--- src/design/assert_macros.svh ---
// Assertion macros shared by the quantizer RTL modules.
// Simulation builds get concurrent assertions; synthesis builds get empty bodies.
`ifndef ASSERT_MACROS_SVH
`define ASSERT_MACROS_SVH

`ifndef SYNTHESIS

// Same-cycle implication, checked at every rising clock edge outside reset.
`define UQD_ASSERT(label, clk, rstn, ante, cons) \
    label: assert property (@(posedge clk) disable iff (!rstn) (ante) |-> (cons)) \
        else $error("uqd: assertion failed");

// Next-cycle implication, checked at every rising clock edge outside reset.
`define UQD_ASSERT_NEXT(label, clk, rstn, ante, cons) \
    label: assert property (@(posedge clk) disable iff (!rstn) (ante) |=> (cons)) \
        else $error("uqd: assertion failed");

`else

`define UQD_ASSERT(label, clk, rstn, ante, cons)
`define UQD_ASSERT_NEXT(label, clk, rstn, ante, cons)

`endif

`endif

--- src/design/uqd_pkg.sv ---
// Shared types and constants of the uniform quantize/dequantize unit.
// Used by the register block, the controller, the datapath and the top level.
package uqd_pkg;

    // Default sizes of the stream fields.
    localparam int SAMPLE_BITS_DEF = 24;
    localparam int SYMBOL_BITS_DEF = 16;

    // Fixed field widths.
    localparam int STEP_BITS   = 23;
    localparam int MAXIDX_BITS = 15;
    localparam int INDEX_BITS  = 16;
    localparam int DIST_BITS   = 62;

    // Configuration port.
    localparam int CFG_ADDR_BITS = 4;
    localparam int CFG_DATA_BITS = 32;

    localparam logic [1:0] REG_STEP_SIZE = 2'd0;
    localparam logic [1:0] REG_MIN_STEP  = 2'd1;
    localparam logic [1:0] REG_MAX_INDEX = 2'd2;
    localparam logic [1:0] REG_MIN_INDEX = 2'd3;

    localparam logic [STEP_BITS-1:0] STEP_SIZE_RST = 23'd256;

    // Request kinds carried on s_tuser.
    localparam logic FUNC_QUANT   = 1'b0;
    localparam logic FUNC_DEQUANT = 1'b1;

    // Saturation value of the squared-error sum.
    localparam logic [DIST_BITS-1:0] DIST_MAX = {DIST_BITS{1'b1}};

    // Configuration register contents.
    typedef struct packed {
        logic [STEP_BITS-1:0]   step_size;
        logic [STEP_BITS-1:0]   min_step;
        logic [MAXIDX_BITS-1:0] max_index;
        logic [INDEX_BITS-1:0]  min_index;
    } uqd_cfg_t;

    // Commands from the controller to the datapath.
    typedef struct packed {
        logic load_in;
        logic div_step;
        logic sym_step;
        logic ksel_step;
        logic mul_step;
        logic recon_step;
        logic err_step;
        logic sq_step;
        logic acc_step;
        logic out_load;
    } uqd_cmd_t;

    // Status from the datapath to the controller.
    typedef struct packed {
        logic in_func;
        logic step_bad;
    } uqd_stat_t;

endpackage

--- src/design/uqd_regs.sv ---
// APB-style configuration registers of the quantizer.
// Depends on uqd_pkg for the register map and the configuration struct.
module uqd_regs (
    input  logic                               aclk,
    input  logic                               aresetn,
    input  logic                               psel,
    input  logic                               penable,
    input  logic                               pwrite,
    input  logic [uqd_pkg::CFG_ADDR_BITS-1:0]  paddr,
    input  logic [uqd_pkg::CFG_DATA_BITS-1:0]  pwdata,
    output logic [uqd_pkg::CFG_DATA_BITS-1:0]  prdata,
    output logic                               pready,
    output uqd_pkg::uqd_cfg_t                  cfg
);
    import uqd_pkg::*;

    uqd_cfg_t   cfg_reg;
    logic [1:0] reg_sel;
    logic       wr_en;

    // Registers sit on word boundaries.
    assign reg_sel = paddr[CFG_ADDR_BITS-1:2];
    assign pready  = 1'b1;
    assign wr_en   = psel & penable & pwrite & pready;
    assign cfg     = cfg_reg;

    // Register writes in the access phase.
    always_ff @(posedge aclk) begin
        if (!aresetn) begin
            cfg_reg.step_size <= STEP_SIZE_RST;
            cfg_reg.min_step  <= '0;
            cfg_reg.max_index <= '0;
            cfg_reg.min_index <= '0;
        end else if (wr_en) begin
            unique case (reg_sel)
                REG_STEP_SIZE: cfg_reg.step_size <= pwdata[STEP_BITS-1:0];
                REG_MIN_STEP:  cfg_reg.min_step  <= pwdata[STEP_BITS-1:0];
                REG_MAX_INDEX: cfg_reg.max_index <= pwdata[MAXIDX_BITS-1:0];
                REG_MIN_INDEX: cfg_reg.min_index <= pwdata[INDEX_BITS-1:0];
            endcase
        end
    end

    // Read-back of the selected register.
    always_comb begin
        unique case (reg_sel)
            REG_STEP_SIZE: prdata = CFG_DATA_BITS'(cfg_reg.step_size);
            REG_MIN_STEP:  prdata = CFG_DATA_BITS'(cfg_reg.min_step);
            REG_MAX_INDEX: prdata = CFG_DATA_BITS'(cfg_reg.max_index);
            REG_MIN_INDEX: prdata = CFG_DATA_BITS'(cfg_reg.min_index);
        endcase
    end

endmodule

--- config.mk ---
export PLATFORM = sky130hd
export DESIGN_NAME = uqd_regs
export DESIGN_NICKNAME = d
export VERILOG_FILES = /design/src/design/assert_macros.svh /design/src/design/uqd_pkg.sv /design/src/design/uqd_regs.sv
export SDC_FILE = /design/constraint.sdc
export NUM_CORES = 1
export LEC_CHECK = 0
export BUFFER_PORTS_ARGS = -buffer_cell sky130_fd_sc_hd__buf_2
export CELL_PAD_IN_SITES_DETAIL_PLACEMENT = 1
export CELL_PAD_IN_SITES_GLOBAL_PLACEMENT = 1
export CORE_MARGIN = 2
export CORE_UTILIZATION = 30
export DETAILED_ROUTE_END_ITERATION = 10
export PLACE_DENSITY_LB_ADDON = 0.08
export SYNTH_ARGS = -nofsm -noshare
export SYNTH_HDL_FRONTEND = slang
export SYNTH_SLANG_ARGS = --single-unit
--- constraint.sdc ---
create_clock -name aclk -period 1.7 [get_ports aclk]
set_clock_uncertainty 0.1 [all_clocks]
set_input_delay 0.17 -clock aclk [delete_from_list [all_inputs] [get_ports aclk]]
set_output_delay 0.17 -clock aclk [all_outputs]
set_load 0.01 [all_outputs]
After elaboration in Yosys (flattened, before gate mapping)
Cells that the tools add are included.
Storage, ports and cells
  memory bits (writable): 0
  ROM bits: 0
  memories kept: 0
  input bits: 41
  output and inout port bits: 110
  bits in latches: 0
  register bits: 77
Cells by class
  divide/modulo/power cells: 0
  add/sub/neg operators: 0
  bitwise gates (word level): 2
  eq/ne operators: 3
  magnitude comparators: 0
  muxes and demuxes: 1
  shift-type cells: 0
  reductions and logical operators: 5
  multiply operators: 0
Operators by type and width (number)
  32-bit one-hot mux with 4 select lines: 1
  2-bit AND reduction: 4
  2-bit == test, second input constant: 2
  1-bit bitwise AND: 2
  2-bit by 1-bit == test with 1-bit output, second input constant: 1
  2-bit zero test: 1

Longest topological paths before layout
  depth in word-level cells: 3
  mapped depth: 5

Worst setup path after synthesis
Ideal clock, no wire load.
  path type: input to output
  start point: in paddr[2] in the netlist's numbering
  end point: out prdata[11] in the netlist's numbering
  data required time: 1.430 ns
  stages: 4
  data arrival time: 1.107 ns
  path slack: 0.323 ns
  cells stage by stage: buf_6 buf_4 buf_2 mux4_2
Between the ends
  longest elaborated chain between the ends: 2
Ends and longest elaborated chain
  start, declared: line uqd_regs.sv:9  | input logic [uqd_pkg::CFG_ADDR_BITS-1:0] paddr,
  2-bit == test (tied with other cells): line uqd_regs.sv:46  | unique case (reg_sel)
  32-bit one-hot mux with 4 select lines (*): line uqd_regs.sv:46
  end, declared: line uqd_regs.sv:11  | output logic [uqd_pkg::CFG_DATA_BITS-1:0] prdata,
Mark *: on every way between the ends. The rest lies on a longest branch, timed or not. The select of a mux whose other input is x is not followed.

Final worst setup path
  start point: reg cfg_reg, in the netlist cfg[36]
  end point: out prdata[5] in the netlist's numbering
Between the ends
  longest elaborated chain between the ends: 1
Ends and longest elaborated chain
  start, declared: line uqd_regs.sv:17  | uqd_cfg_t cfg_reg;
  32-bit one-hot mux with 4 select lines: line uqd_regs.sv:46
Every way passes these cells. The select of a mux whose other input is x is not followed.

==> results.txt <==
----------------------------------------------------
[Outcome]
  Result of the run ... finished clean

[Timing]
  Number of failing setup endpoints in the final timing report ... 0
  Final clock period utilization by the worst path ... 94.12%
  Time the final worst path needs with I/O delays and setup ... 1600 ps
  Count of final max-slew check failures ... 0
  Final Hold Fails ... 0
  FMAX ... 625.0 MHz
  Setup total negative slack ... 0 ps
  RSZ-0062 raised after global routing ... no

[Clock network]
  Number of CTS-inserted buffers ... 9
  Total of cells resized after clock tree synthesis ... 0
  Cell chosen for the clock root ... clkbuf_16
  H-Tree Level Count ... 3
  Clock sinks ... 77
  Clock slew seen by the registers of the worst setup and hold paths ... 60 ps
  TritonCTS clock tree ... yes
  Hold bufs inserted after CTS ... 0
  Insertion delay to the later sink of the worst-skew pair ... 330 ps
  Maximum clock insertion buffer count ... 2
  Post-CTS Setup Inserts ... 0

[Final layout]
  Largest register FFs ... 77
  Area grow syn2layout ... 32.92%
  Fraction of layout instances using a drive strength above 1 ... 38.49%
  Fraction of the core area covered by cells at the end of the flow ... 40.65%
  Net total in the final layout ... 503
  Antenna cells ... 0

[Power]
  Final total power ... 4146 uW
  Total power per unit cell area ... 900.9 nW/um2
  Static leakage ... 0.002230 uW
  VDD IR max ... 435.0 uV

[Drt]
  DRC violations left ... 0
  DRC violation total after the first TritonRoute iteration ... 65
  Post-detailed-route via-to-cell ratio ... 4.586
  Detail Route Antenna Nets ... 0
  Detailed Route WL ... 9666 um
  Vias ... 2788
  Per-cell routed wire length ... 15.90 um
  Length of the first detailed-routing pass in iterations ... 4

[Place]
  Placer's final routability congestion estimate ... 0.7240
  Number of buffers inserted by port buffering ... 129
  Detailed placer's ending HPWL ... 7071 um

[Die]
  Ports ... 151
  Die Span X ... 111.4 um
  Site row count ... 39
  Die area ... 12420 um2
  Core ar. ... 11320 um2
  Effective utilization at floorplan ... 30.58%
  Vertical die dimension ... 111.4 um

[Yosys]
  Cell count after synthesis ... 330
  Yosys cell types ... 21
  Flops & latches, synth ... 77
  Synthesis Warnings ... 0
  Register area share after synthesis ... 44.52%
  Syn Area/Cell ... 10.49 um2
  Netlist area before placement ... 3462 um2

[Setup path]
  Cell with the largest stage delay on the worst path ... mux4_1
  Kind of end point of the critical path ... output pin
  Maximum fanout count along the critical path ... 3
  Required time of the worst setup path ... 1430 ps
  CP max stage delay ... 510 ps
  Critical path start-end classification ... register to output pin
  Critical Path, Cell by Cell ... mux4_1 -> buf_2
  Startpoint kind of the worst setup timing path ... register
  Critical path arrival ... 1330 ps

[GRT]
  Antenna violations before repair ... 0
  Largest net degree at the start of global routing ... 55
  Global-route wire length before repair ... 15470 um
  Global-route total usage across every layer ... 15.76%
  Overflow left after global routing ... 0
  Via count of the first global-routing pass ... 2858

[Flow run]
  Max-cap violations ... 0

[Worst hold path]
  Tightest Hold Check Type ... primary input to register

----------------------------------------------------
[cells by family after synthesis]
kind of cell,synth area share (%)
compound gates,0.1444
simple gates,13.34
buf+inv,7.119
flops,44.52
other cells,0.2169
mux,34.66
[critical path, delay by kind of cell (launching register included)]
family | cells | cell delay (ps)
mux | 1 | 510
buf+inv | 1 | 160
flops | 1 | 330
[report_power, final]
group          leakage [uW]  internal [uW]  switching (uW)
sequential         0.000622           1830            17.5
clock              0.000147           1260             722
combinational       0.00146            134             180
[stage by stage]
stage,cells,area (um2),worst slack [ps],hold slack [ps]
after floorplan,338,3492,322.9,231.5
after global placement,594,4299,133.3,341.1
after detailed placement,594,4299,143.7,357.4
after CTS,608,4602,80.44,5.943
after global routing,608,4602,55.34,29.44
final,608,4602,99.89,15.70
[cell usage in the layout (no fill, tap or decap)]
cell type / count
buf_12: 6
buf_2: 129
buf_4: 13
bufinv_16: 2
clkbuf_16: 9
clkinv_2: 2
clkinvlp_4: 1
conb_1: 10
dfxtp_1: 77
mux2i_1: 85
mux4_1: 3
mux4_2: 12
nand2_1: 100
nand3_1: 1
nand3_2: 1
nor2_1: 7
nor2_2: 1
nor2b_1: 2
nor3_4: 1
nor3b_2: 1
o21ai_0: 1
or3b_2: 1
[Yosys cell counts]
cell type / instances / area, um2
nor2_2: 1 / 6.260
buf_4: 15 / 112.6
mux4_2: 12 / 270.3
buf_1: 1 / 3.750
nor3b_1: 1 / 7.510
mux4_1: 3 / 78.83
o21ai_0: 1 / 5.000
nor2_1: 7 / 26.28
buf_2: 3 / 15.01
nand3_1: 1 / 5.000
nand3_2: 1 / 10.01
mux2i_1: 85 / 850.8
dfxtp_1: 77 / 1541
buf_6: 3 / 33.78
conb_1: 2 / 7.510
nor2b_1: 2 / 12.51
nand2_1: 100 / 375.4
buf_12: 2 / 40.04
or3b_1: 1 / 8.760
clkbuf_1: 11 / 41.29
nor3_2: 1 / 10.01
[final cells by class]
class,count,area [um2]
fill,1306,6719
multi-input combinational,226,1715
sequential,77,1541
timing repair buffer,148,863.3
clock buffer,9,225.2
tap,143,178.9
clock inverter,5,77.57
[final timing paths]
| check | start | to | slack [ps] | cells past startpoint |
|---|---|---|---|---|
| setup / recovery | cfg[36] | prdata[5] | 100 | 2 |
| hold / removal | pwdata[18] | cfg[49] | 20 | 3 |
| setup reg to reg | cfg[30] | cfg[30] | 940 | 2 |
| hold reg to reg | cfg[18] | cfg[18] | 370 | 2 |
[metal layers]
metal / share of wire [%] / track usage [%] / routed length (um)
met1: 46 / 19.79 / 4432
met2: 48 / 26.87 / 4640
met4: 1.5 / 5.761 / 145
met5: 0 / 0 / 0
met3: 4.6 / 3.266 / 449
Note: power is estimated with default switching activity, not from simulation.
