File: src/design/assert_macros.svh
// Assertion macros shared by the quantizer RTL modules.
// Simulation builds get concurrent assertions; synthesis builds get empty bodies.
`ifndef ASSERT_MACROS_SVH
`define ASSERT_MACROS_SVH

`ifndef SYNTHESIS

// Same-cycle implication, checked at every rising clock edge outside reset.
`define UQD_ASSERT(label, clk, rstn, ante, cons) \
    label: assert property (@(posedge clk) disable iff (!rstn) (ante) |-> (cons)) \
        else $error("uqd: assertion failed");

// Next-cycle implication, checked at every rising clock edge outside reset.
`define UQD_ASSERT_NEXT(label, clk, rstn, ante, cons) \
    label: assert property (@(posedge clk) disable iff (!rstn) (ante) |=> (cons)) \
        else $error("uqd: assertion failed");

`else

`define UQD_ASSERT(label, clk, rstn, ante, cons)
`define UQD_ASSERT_NEXT(label, clk, rstn, ante, cons)

`endif

`endif

File: src/design/uqd_pkg.sv
// Shared types and constants of the uniform quantize/dequantize unit.
// Used by the register block, the controller, the datapath and the top level.
package uqd_pkg;

    // Default sizes of the stream fields.
    localparam int SAMPLE_BITS_DEF = 24;
    localparam int SYMBOL_BITS_DEF = 16;

    // Fixed field widths.
    localparam int STEP_BITS   = 23;
    localparam int MAXIDX_BITS = 15;
    localparam int INDEX_BITS  = 16;
    localparam int DIST_BITS   = 62;

    // Configuration port.
    localparam int CFG_ADDR_BITS = 4;
    localparam int CFG_DATA_BITS = 32;

    localparam logic [1:0] REG_STEP_SIZE = 2'd0;
    localparam logic [1:0] REG_MIN_STEP  = 2'd1;
    localparam logic [1:0] REG_MAX_INDEX = 2'd2;
    localparam logic [1:0] REG_MIN_INDEX = 2'd3;

    localparam logic [STEP_BITS-1:0] STEP_SIZE_RST = 23'd256;

    // Request kinds carried on s_tuser.
    localparam logic FUNC_QUANT   = 1'b0;
    localparam logic FUNC_DEQUANT = 1'b1;

    // Saturation value of the squared-error sum.
    localparam logic [DIST_BITS-1:0] DIST_MAX = {DIST_BITS{1'b1}};

    // Configuration register contents.
    typedef struct packed {
        logic [STEP_BITS-1:0]   step_size;
        logic [STEP_BITS-1:0]   min_step;
        logic [MAXIDX_BITS-1:0] max_index;
        logic [INDEX_BITS-1:0]  min_index;
    } uqd_cfg_t;

    // Commands from the controller to the datapath.
    typedef struct packed {
        logic load_in;
        logic div_step;
        logic sym_step;
        logic ksel_step;
        logic mul_step;
        logic recon_step;
        logic err_step;
        logic sq_step;
        logic acc_step;
        logic out_load;
    } uqd_cmd_t;

    // Status from the datapath to the controller.
    typedef struct packed {
        logic in_func;
        logic step_bad;
    } uqd_stat_t;

endpackage

File: src/design/uqd_ctrl.sv
// Controller state machine of the quantizer: sequences one request at a time.
// Depends on uqd_pkg for command/status structs and assert_macros.svh.
`include "assert_macros.svh"

module uqd_ctrl #(
    parameter int SAMPLE_BITS = uqd_pkg::SAMPLE_BITS_DEF
) (
    input  logic                aclk,
    input  logic                aresetn,
    input  logic                s_tvalid,
    output logic                s_tready,
    output logic                m_tvalid,
    input  logic                m_tready,
    input  uqd_pkg::uqd_stat_t  stat,
    output uqd_pkg::uqd_cmd_t   cmd
);
    import uqd_pkg::*;

    localparam int CNT_BITS = $clog2(SAMPLE_BITS);

    localparam logic [3:0] S_IDLE  = 4'd0;
    localparam logic [3:0] S_DIV   = 4'd1;
    localparam logic [3:0] S_SYM   = 4'd2;
    localparam logic [3:0] S_KSEL  = 4'd3;
    localparam logic [3:0] S_MUL   = 4'd4;
    localparam logic [3:0] S_RECON = 4'd5;
    localparam logic [3:0] S_ERR   = 4'd6;
    localparam logic [3:0] S_SQ    = 4'd7;
    localparam logic [3:0] S_ACC   = 4'd8;
    localparam logic [3:0] S_OUT   = 4'd9;

    logic [3:0]          state_reg, state_next;
    logic [CNT_BITS-1:0] cnt_reg, cnt_next;
    logic                func_reg, func_next;
    logic                m_valid_reg, m_valid_next;
    logic                accept;
    logic                slot_free;

    assign s_tready  = (state_reg == S_IDLE);
    assign m_tvalid  = m_valid_reg;
    assign accept    = s_tvalid & s_tready;
    assign slot_free = !m_valid_reg || m_tready;

    // Next-state and command decode.
    always_comb begin
        state_next = state_reg;
        cnt_next   = cnt_reg;
        func_next  = func_reg;
        cmd        = '0;
        unique case (state_reg)
            S_IDLE: begin
                if (accept) begin
                    cmd.load_in = 1'b1;
                    func_next   = stat.in_func;
                    cnt_next    = CNT_BITS'(SAMPLE_BITS - 1);
                    if (stat.in_func == FUNC_DEQUANT) begin
                        state_next = S_SYM;
                    end else if (stat.step_bad) begin
                        state_next = S_ACC;
                    end else begin
                        state_next = S_DIV;
                    end
                end
            end
            S_DIV: begin
                cmd.div_step = 1'b1;
                if (cnt_reg == '0) begin
                    state_next = S_SYM;
                end else begin
                    cnt_next = cnt_reg - 1'b1;
                end
            end
            S_SYM: begin
                cmd.sym_step = 1'b1;
                state_next   = S_KSEL;
            end
            S_KSEL: begin
                cmd.ksel_step = 1'b1;
                state_next    = S_MUL;
            end
            S_MUL: begin
                cmd.mul_step = 1'b1;
                state_next   = S_RECON;
            end
            S_RECON: begin
                cmd.recon_step = 1'b1;
                state_next     = (func_reg == FUNC_DEQUANT) ? S_ACC : S_ERR;
            end
            S_ERR: begin
                cmd.err_step = 1'b1;
                state_next   = S_SQ;
            end
            S_SQ: begin
                cmd.sq_step = 1'b1;
                state_next  = S_ACC;
            end
            S_ACC: begin
                cmd.acc_step = 1'b1;
                state_next   = S_OUT;
            end
            S_OUT: begin
                if (slot_free) begin
                    cmd.out_load = 1'b1;
                    state_next   = S_IDLE;
                end
            end
            default: state_next = S_IDLE;
        endcase
    end

    // Output valid: set on load, cleared when the result is taken.
    always_comb begin
        m_valid_next = m_valid_reg;
        if (cmd.out_load) begin
            m_valid_next = 1'b1;
        end else if (m_tready) begin
            m_valid_next = 1'b0;
        end
    end

    // State registers.
    always_ff @(posedge aclk) begin
        if (!aresetn) begin
            state_reg   <= S_IDLE;
            cnt_reg     <= '0;
            func_reg    <= FUNC_QUANT;
            m_valid_reg <= 1'b0;
        end else begin
            state_reg   <= state_next;
            cnt_reg     <= cnt_next;
            func_reg    <= func_next;
            m_valid_reg <= m_valid_next;
        end
    end

    // A result is only loaded when the output register is free or draining.
    `UQD_ASSERT(a_load_into_free_slot, aclk, aresetn, cmd.out_load, (!m_valid_reg || m_tready))
    // An accepted request always starts processing.
    `UQD_ASSERT_NEXT(a_accept_leaves_idle, aclk, aresetn, accept, (state_reg != S_IDLE))
    // The divider finishes after its last quotient bit.
    `UQD_ASSERT_NEXT(a_div_ends, aclk, aresetn, (state_reg == S_DIV && cnt_reg == '0),
        (state_reg == S_SYM))

endmodule

File: config.mk
export PLATFORM = sky130hd
export DESIGN_NAME = uqd_ctrl
export DESIGN_NICKNAME = d
export VERILOG_FILES = /design/src/design/uqd_pkg.sv /design/src/design/uqd_ctrl.sv
export VERILOG_INCLUDE_DIRS = /design/src /design/src/design
export SDC_FILE = /design/constraint.sdc
export NUM_CORES = 1
export LEC_CHECK = 0
export CAP_MARGIN = 0
export CELL_PAD_IN_SITES_DETAIL_PLACEMENT = 2
export CELL_PAD_IN_SITES_GLOBAL_PLACEMENT = 2
export CORE_UTILIZATION = 30
export DETAILED_ROUTE_END_ITERATION = 12
export DONT_BUFFER_PORTS = 1
export PLACE_DENSITY_LB_ADDON = 0.05
export SKIP_LAST_GASP = 1
export SLEW_MARGIN = 20
export SYNTH_ARGS = -nofsm -noshare
export SYNTH_HDL_FRONTEND = slang
export SYNTH_SLANG_ARGS = --single-unit
export TNS_END_PERCENT = 100
File: constraint.sdc
create_clock -name aclk -period 1.6 [get_ports aclk]
set_input_delay 0 -clock aclk [delete_from_list [all_inputs] [get_ports aclk]]
set_output_delay 0 -clock aclk [all_outputs]
set_load 0.01 [all_outputs]
After elaboration in Yosys (flattened, before gate mapping) --
Index checks and enable logic that the tools add are counted.
Storage, ports and cells: logic and storage cells 52, bits in registers 11, output and inout bits 12, input bits 6
Operators by class: add/sub/neg operators 1, muxes and demuxes 24, bitwise logic cells 1, reductions and logical operators 9, equal/unequal tests 13
Operators with widths (count):
- $pmux W4 S10 | 1
- $mux W4 | 6
- $eq A4 B3 Y1 const B | 4
- $mux W1 | 14
- $mux W5 | 2
- $pmux W5 S2 | 1
- $eq A4 B2 Y1 const B | 2
- $eq A4 B4 Y1 const B | 2
- $ne A2 B2 Y1 const B | 3
- $reduce_and A3 Y1 | 2
- $logic_not A5 Y1 | 1
- $sub A5 B1 Y5 const B | 1
- $eq A4 B1 Y1 const B | 1
- $logic_not A4 Y1 | 1
- $reduce_bool A2 Y1 | 2
- $ne A2 B1 Y1 const B | 1
- $reduce_and A2 Y1 | 1
- $and A1 B1 Y1 | 1
- $logic_not A1 Y1 | 1
- $logic_or A1 B1 Y1 | 1

Logic depth before layout (Yosys ltp) --
Gate-level depths: netlist of run 1.
depth after elaboration 5, mapped depth 6, mapped depth without buffers 6

Worst setup path after synthesis of run 1 --
Ideal clock, no wire load.
path type register -> register, start register cnt_reg[0], end register state_reg[0], period minus slack after synthesis 1.697 ns, arrival 1.582 ns, stages on the path, launching flop included 7, required time 1.485 ns, library setup time 0.115 ns, slack -0.097 ns, path buffers 0, cells stage by stage dfxtp_1 -> inv_1 -> ha_1 -> or4b_4 -> and2_4 -> or2_1 -> o21a_1
On the way: word-level cells in the longest chain between the ends 3
RTL lines:
- start: declaration | line uqd_ctrl.sv:33 | logic [CNT_BITS-1:0] cnt_reg, cnt_next;
- start signal: assignment | line uqd_ctrl.sv:130 | cnt_reg <= cnt_next;
- $logic_not A5 Y1 | line uqd_ctrl.sv:67 | if (cnt_reg == '0) begin
- $ne A2 B2 Y1 (no source line)
- $reduce_and A3 Y1 (no source line)
- end signal: assignment | line uqd_ctrl.sv:129 | state_reg <= state_next;
- end: declaration | line uqd_ctrl.sv:32 | logic [3:0] state_reg, state_next;
Every way passes these cells. A chain may end at the register's enable or synchronous reset.

Final worst setup path of run 1 --
start register cnt_reg[1], end register state_reg[0]
Same word-level chain as after synthesis.

==> impl_metrics.json, run 1 <==
{
  "syn_to_final_growth_pct": 32.5,
  "core_um2": 2190,
  "startpoint_type": "register",
  "clk_pin_slew_ns": 0.07,
  "synth-edff-count": 0,
  "fmax_ghz": 0.612,
  "yosysWarnings": 0,
  "drtPass1Iterations": 4,
  "ant_nets": 0,
  "placed_cell_area_um2": 825,
  "fin_crit_ns": 1.63,
  "drt_iter0_markers": 4,
  "worst_slack_ns": -0.0329,
  "synth_top_flop_cell": "dfxtp_1",
  "place_congestion": 0.722,
  "start_util": 0.318,
  "tightestPinTransition_ns": 0.566,
  "fin_area_um2": 923,
  "power_frac_clock": 0.109,
  "criticalPathCategory": "reg -> reg",
  "cp.depth": 6,
  "die_area_um2": 2520,
  "grt.busiest_layer": "met2",
  "drc": 0,
  "grt_pass1_vias": 708,
  "crit_slowest_cell": "or4b_4",
  "power_density_nw_per_um2": 1960,
  "cp.arrival_ns": 1.81,
  "setup_viol": 1,
  "run_status": "complete, but fails checks",
  "crit_buf_inv": 1,
  "final_common_cell": "buf_4",
  "hpwl_um": 1530,
  "syn_nets": 92,
  "nNetsFinal": 112,
  "final_max_slew_viol_count": 0,
  "critPathMaxFanout": 2,
  "path_delay_family": "simple AND/OR/NAND/NOR gates",
  "peakVddDrop_v": 0.000964,
  "grt_overflow_total": 0,
  "ys_types": 35,
  "die_y_um": 50.2,
  "power_frac_seq": 0.267,
  "holdPathStages": 3,
  "synthCells": 85,
  "path_cells": "inv_2 > ha_4 > or4b_4 > and2_4 > or2_4 > o21a_1",
  "r2r_end": "state_reg[0]",
  "dp_cells": 121,
  "yosys.area.top_type_share": 0.316,
  "htree_levels": 1,
  "largest_reg_flops": 5,
  "diodes": 0,
  "power_mw": 1.81,
  "yosysSeqAreaShare": 0.316,
  "vias": 682,
  "maxSlewHeadroom": 0.618,
  "clock_skew_ns": 0.000878,
  "worstHoldStart": "s_tvalid",
  "syn_area_um2": 697,
  "cts-root-buf": "clkbuf_4",
  "p_leak_nw": 0.396,
  "io_pins": 18,
  "clk_path_buf_depth": 2,
  "clk_latency_ns": 0.27,
  "holdPathEnd": "state_reg[1]",
  "synth_area_per_cell_um2": 8.20,
  "layoutNonFillerInstCount": 132,
  "reg2regPathDepth": 6,
  "crit_required_ns": 1.77,
  "rows": 17,
  "fin_util": 0.421,
  "grt_util_met1": 0.237,
  "gr-usage-all-layers": 0.183,
  "grt_antenna_before_repair": 0,
  "yosysTopAreaCell": "dfxtp_1",
  "combPwrFrac": 0.624,
  "rr_startpoint": "cnt_reg[1]",
  "detail_route.wl_per_cell_um": 15.9,
  "cts_tree": "done",
  "reg2reg_slack_ns": -0.03,
  "violations": "negative setup slack",
  "final_cell_mix": "buf_4 (18), dfxtp_1 (9), nand2_1 (7), nor2_1 (6), nor3_1 (6)",
  "routed_wl_um": 2110,
  "clock-sinks": 11,
  "grt_first_pass_wirelength_um": 3440,
  "drive_gt1_frac": 0.346,
  "power.internal_mw": 1.06,
  "ys_top_cells_by_area": "dfxtp_1 (32%), o211a_1 (5.7%), nor3_1 (5.0%)",
  "synthArstFlopShare": 0,
  "critPathMaxStageDelay_ns": 0.46,
  "hold_violations": 0,
  "grt_util_met2": 0.300,
  "period_share": 1.02,
  "max-cap-violations": 0,
  "power.switching_mw": 0.754,
  "grt_max_degree": 12,
  "synth-seq-cells": 11,
  "rsz0062_at_grt": "true",
  "cts_buffers": 3,
  "grtUsageMet3": 0.0303,
  "die_w_um": 50.2,
  "viasPerCell": 5.17,
  "io_buffers": 0,
  "hp-class": "in -> reg",
  "swShare": 0.416,
  "end_kind": "register"
}
cell families after synthesis:
family          after synthesis  share of synthesized area
simple gates                 44                      0.390
mux                           1                     0.0162
fa+ha+maj                     1                     0.0180
flops                        11                      0.316
xor+xnor                      1                     0.0126
compound gates               18                      0.192
buf+inv                       9                     0.0556
metrics by stage:
step / hold slack, ns / setup slack, ns / TNS (ns)
floorplan: 0.135 / -0.00757 / -0.00757
global placement: 0.122 / -0.0184 / -0.0184
detailed placement: 0.124 / -0.0305 / -0.0666
CTS: 0.0548 / -0.0377 / -0.0694
global route: 0.0819 / -0.0787 / -0.203
finish: 0.0450 / -0.0329 / -0.0329
cells in the mapped netlist (all sizes together) (2+ instances only):
master and number:
and2 2, o21a 4, nor3 7, nor3b 2
o21ai 3, nand2b 3, a21oi 3, nor2 6
inv 3, nor2b 4, nand3 2, dfxtp 11
or2 2, o211a 4, nand2 9, clkbuf 3
buf 3, nor4b 2
routing by layer:
| metal | part of all wire | wire length (um) |
|---|---|---|
| met3 | 0.028 | 59 |
| met1 | 0.46 | 969 |
| met4 | 0.012 | 26 |
| met5 | 0 | 0 |
| met2 | 0.50 | 1050 |
tightest hold or removal path: cells and delay by family:
kind,cells,cell delay [ns]
mux,1,0.18
simple gates,2,0.11
worst max-delay path by stage:
| stage | startpoint | endpoint |
|---|---|---|
| global route | cnt_reg[1] | state_reg[0] |
| CTS | cnt_reg[1] | state_reg[0] |
| finish | cnt_reg[1] | state_reg[0] |
| floorplan | cnt_reg[1] | state_reg[0] |
| global placement | cnt_reg[0] | state_reg[0] |
| detailed placement | cnt_reg[1] | state_reg[0] |
final cells by class:
class / instances / area, um2
inverters: 3 / 11.3
fillers: 248 / 1270
flip-flops and latches: 11 / 223
repair buffers: 21 / 165
clock buffers: 4 / 26.3
well taps: 28 / 35.0
multi-input cells: 65 / 463
power groups by stage:
stage	registers [mW]	clock network (mW)	logic [mW]
floorplan	0.463	0	0.643
global placement	0.487	0	0.984
detailed placement	0.494	0	1.01
CTS	0.488	0.200	1.06
global route	0.500	0.208	1.24
finish	0.484	0.197	1.13
timing repair:
item,4_1_cts,5_1_grt
hold endpoints to repair,10,0
pin swaps,0,1
setup endpoints to repair,4,7
gates cloned,0,0
hold buffers,3,0
setup buffers,1,3
resized for setup,2,3
(Power assumes the default switching activity.)
==> run 2: changes to the inputs <==
--- a/config.mk
+++ b/config.mk
@@ -6,10 +6,11 @@
 export SDC_FILE = /design/constraint.sdc
 export NUM_CORES = 1
 export LEC_CHECK = 0
+export ABC_AREA = 1
 export CAP_MARGIN = 0
 export CELL_PAD_IN_SITES_DETAIL_PLACEMENT = 2
 export CELL_PAD_IN_SITES_GLOBAL_PLACEMENT = 2
-export CORE_UTILIZATION = 30
+export CORE_UTILIZATION = 28
 export DETAILED_ROUTE_END_ITERATION = 12
 export DONT_BUFFER_PORTS = 1
 export PLACE_DENSITY_LB_ADDON = 0.05
==> constraint.sdc (replaced) <==
create_clock -name aclk -period 1.3 [get_ports aclk]
set_input_delay 0 -clock aclk [delete_from_list [all_inputs] [get_ports aclk]]
set_output_delay 0 -clock aclk [all_outputs]
set_load 0.01 [all_outputs]
==> run 2 against run 1 <==
  * The flow now finishes without violations
  * Design area up 1.2%
  * Register-to-register slack better by 0.11 ns
  * Combinational power up 12%
  * Clock power up 19%
  * Total power up 15%
  * Core utilization down 4.4 points
  * Global-route usage down 0.84 points
  * Synthesized area up 5.2%
  * Non-clock buffer count down 7
  * Die area up 12%
  * Wire length up 3.6%
  * Critical path type is now reg -> out
  * Largest cell class unchanged
==> impl_metrics.json, run 2 <==
{
  "diodes": 0,
  "synth-edff-count": 0,
  "grt_antenna_before_repair": 0,
  "vias": 746,
  "critPathMaxFanout": 4,
  "r2r_end": "cnt_reg[2]",
  "cts_buffers": 3,
  "ys_types": 21,
  "combPwrFrac": 0.609,
  "end_kind": "output port",
  "drive_gt1_frac": 0.315,
  "peakVddDrop_v": 0.000880,
  "crit_buf_inv": 2,
  "power_density_nw_per_um2": 2230,
  "synth_area_per_cell_um2": 6.67,
  "detail_route.wl_per_cell_um": 13.9,
  "syn_nets": 117,
  "yosys.cell_count.top_type": "nor2_1",
  "gr-usage-all-layers": 0.175,
  "fmax_ghz": 0.794,
  "hp-class": "in -> reg",
  "fin_crit_ns": 1.26,
  "startpoint_type": "register",
  "largest_reg_flops": 5,
  "rr_startpoint": "cnt_reg[0]",
  "fin_area_um2": 935,
  "die_w_um": 53.2,
  "swShare": 0.482,
  "cp.arrival_ns": 1.26,
  "grt_first_pass_wirelength_um": 3440,
  "placed_cell_area_um2": 823,
  "path_delay_family": "flip-flops",
  "clock_skew_ns": 0.000940,
  "grt_pass1_vias": 754,
  "hold_violations": 0,
  "viasPerCell": 4.75,
  "nNetsFinal": 135,
  "synth_common_cells": "nor2_1 (21), nand2_1 (17), inv_1 (15), dfxtp_1 (11), nand3_1 (10)",
  "hpwl_um": 1740,
  "grt_max_degree": 9,
  "routed_wl_um": 2180,
  "dp_cells": 147,
  "synthArstFlopShare": 0,
  "rsz0062_at_grt": "true",
  "power_frac_seq": 0.279,
  "setup_viol": 0,
  "final_common_cell": "nor2_1",
  "reg2reg_slack_ns": 0.08,
  "syn_area_um2": 733,
  "final_max_slew_viol_count": 0,
  "drtPass1Iterations": 2,
  "power_frac_clock": 0.113,
  "fin_util": 0.377,
  "path_cells": "inv_2 > nor2_2 > nand2_1 > nor2_1 > buf_4",
  "power.internal_mw": 1.08,
  "startpoint": "state_reg[3]",
  "ys_top_cells_by_area": "dfxtp_1 (30%), nor2_1 (11%), nand2_1 (8.7%)",
  "grt_overflow_total": 0,
  "clock-sinks": 11,
  "drc": 0,
  "core_um2": 2480,
  "start_util": 0.296,
  "final_cell_mix": "nor2_1 (19), nand2_1 (16), inv_1 (14), nand3_1 (10), buf_4 (10)",
  "cts-root-buf": "clkbuf_4",
  "layoutNonFillerInstCount": 157,
  "period_share": 0.969,
  "holdPathEnd": "state_reg[0]",
  "reg2regPathDepth": 7,
  "io_pins": 18,
  "clk_pin_slew_ns": 0.07,
  "crit_required_ns": 1.30,
  "yosys.area.top_type_share": 0.300,
  "yosysWarnings": 0,
  "maxSlewHeadroom": 0.799,
  "clk_path_buf_depth": 2,
  "cts_tree": "done",
  "place_congestion": 0.708,
  "worstHoldStart": "s_tvalid",
  "clk_latency_ns": 0.26,
  "ant_nets": 0,
  "criticalPathCategory": "reg -> out",
  "die_y_um": 53.2,
  "synth-seq-cells": 11,
  "yosysTopAreaCell": "dfxtp_1",
  "crit_slowest_cell": "dfxtp_1",
  "p_leak_nw": 0.446,
  "syn_to_final_growth_pct": 27.5,
  "io_buffers": 0,
  "power.switching_mw": 1.00,
  "die_area_um2": 2830,
  "htree_levels": 1,
  "critPathMaxStageDelay_ns": 0.38,
  "holdPathStages": 3,
  "tightestPinTransition_ns": 0.302,
  "max-cap-violations": 0,
  "drt_iter0_markers": 2,
  "yosysSeqAreaShare": 0.300,
  "synthCells": 110,
  "run_status": "finished clean",
  "rows": 18,
  "fillCellCount": 319,
  "synth_top_flop_cell": "dfxtp_1"
}
[run 2: how the worst max path moves through the flow]
stage	to	slack, ns	cells after the start
final	cmd[0]	0.04	5
after global placement	cnt_reg[2]	0.07	7
after detailed placement	cnt_reg[2]	-0.004	7
after floorplan	cnt_reg[2]	0.12	7
after CTS	state_reg[1]	-0.01	8
after global routing	cmd[0]	-0.08	5
[run 2: power by group through the flow]
stage                     clock network [mW]  registers [mW]  logic (mW)
after floorplan                            0           0.541       0.912
after global placement                     0           0.563        1.18
after detailed placement                   0           0.568        1.21
after CTS                              0.256           0.565        1.23
after global routing                   0.278           0.597        1.43
final                                  0.234           0.580        1.27
[run 2: cell families (layout without fill, tap and decap cells)]
family          count (synthesis)  after routing  share of synthesized area
compound gates                 14             14                      0.113
fa+ha+maj                       1              1                     0.0171
buf+inv                        22             39                      0.118
flops                          11             11                      0.300
simple gates                   62             62                      0.452
[run 2: per-layer routing]
layer,global-route usage,part of all wire,vias up
met1,0.228,0.47,354
li1,-,-,379
met4,0.0658,0.0092,0
met3,0.0374,0.027,2
met5,0,0,-
met2,0.278,0.49,11
[run 2: timing repair]
action,CTS,global route
endpoints found under the setup margin,2,7
resized for setup,3,8
gates cloned,0,0
endpoints found under the hold margin,5,4
hold buffers,2,2
setup buffers,0,2
pin swaps,0,1
[run 2: through the flow]
stage          worst slack, ns  power, mW  hold slack [ns]  setup TNS, ns
2_1_floorplan            0.124       1.45            0.136              0
6_report                0.0405       2.08           0.0102              0
5_1_grt                -0.0767       2.30           0.0267         -0.136
3_5_place_dp          -0.00445       1.78            0.155       -0.00445
4_1_cts                -0.0126       2.06           -0.138        -0.0126
3_3_place_gp            0.0690       1.74            0.149              0
[run 2: layout make-up]
type                            count  area (um2)  share of cell area
Clock buffer                        4        26.3              0.0281
Inverter                           21        78.8              0.0843
Sequential cell                    11         225               0.241
Multi-Input combinational cell     77         452               0.483
Tap cell                           30        37.5              0.0402
Timing Repair Buffer               14         115               0.123
[run 2: tightest hold or removal path: cells and delay by family]
kind / cells / cell delay [ns]
AND/OR/NAND/NOR: 2 / 0.17
AO/OA/AOI/OAI: 1 / 0.07
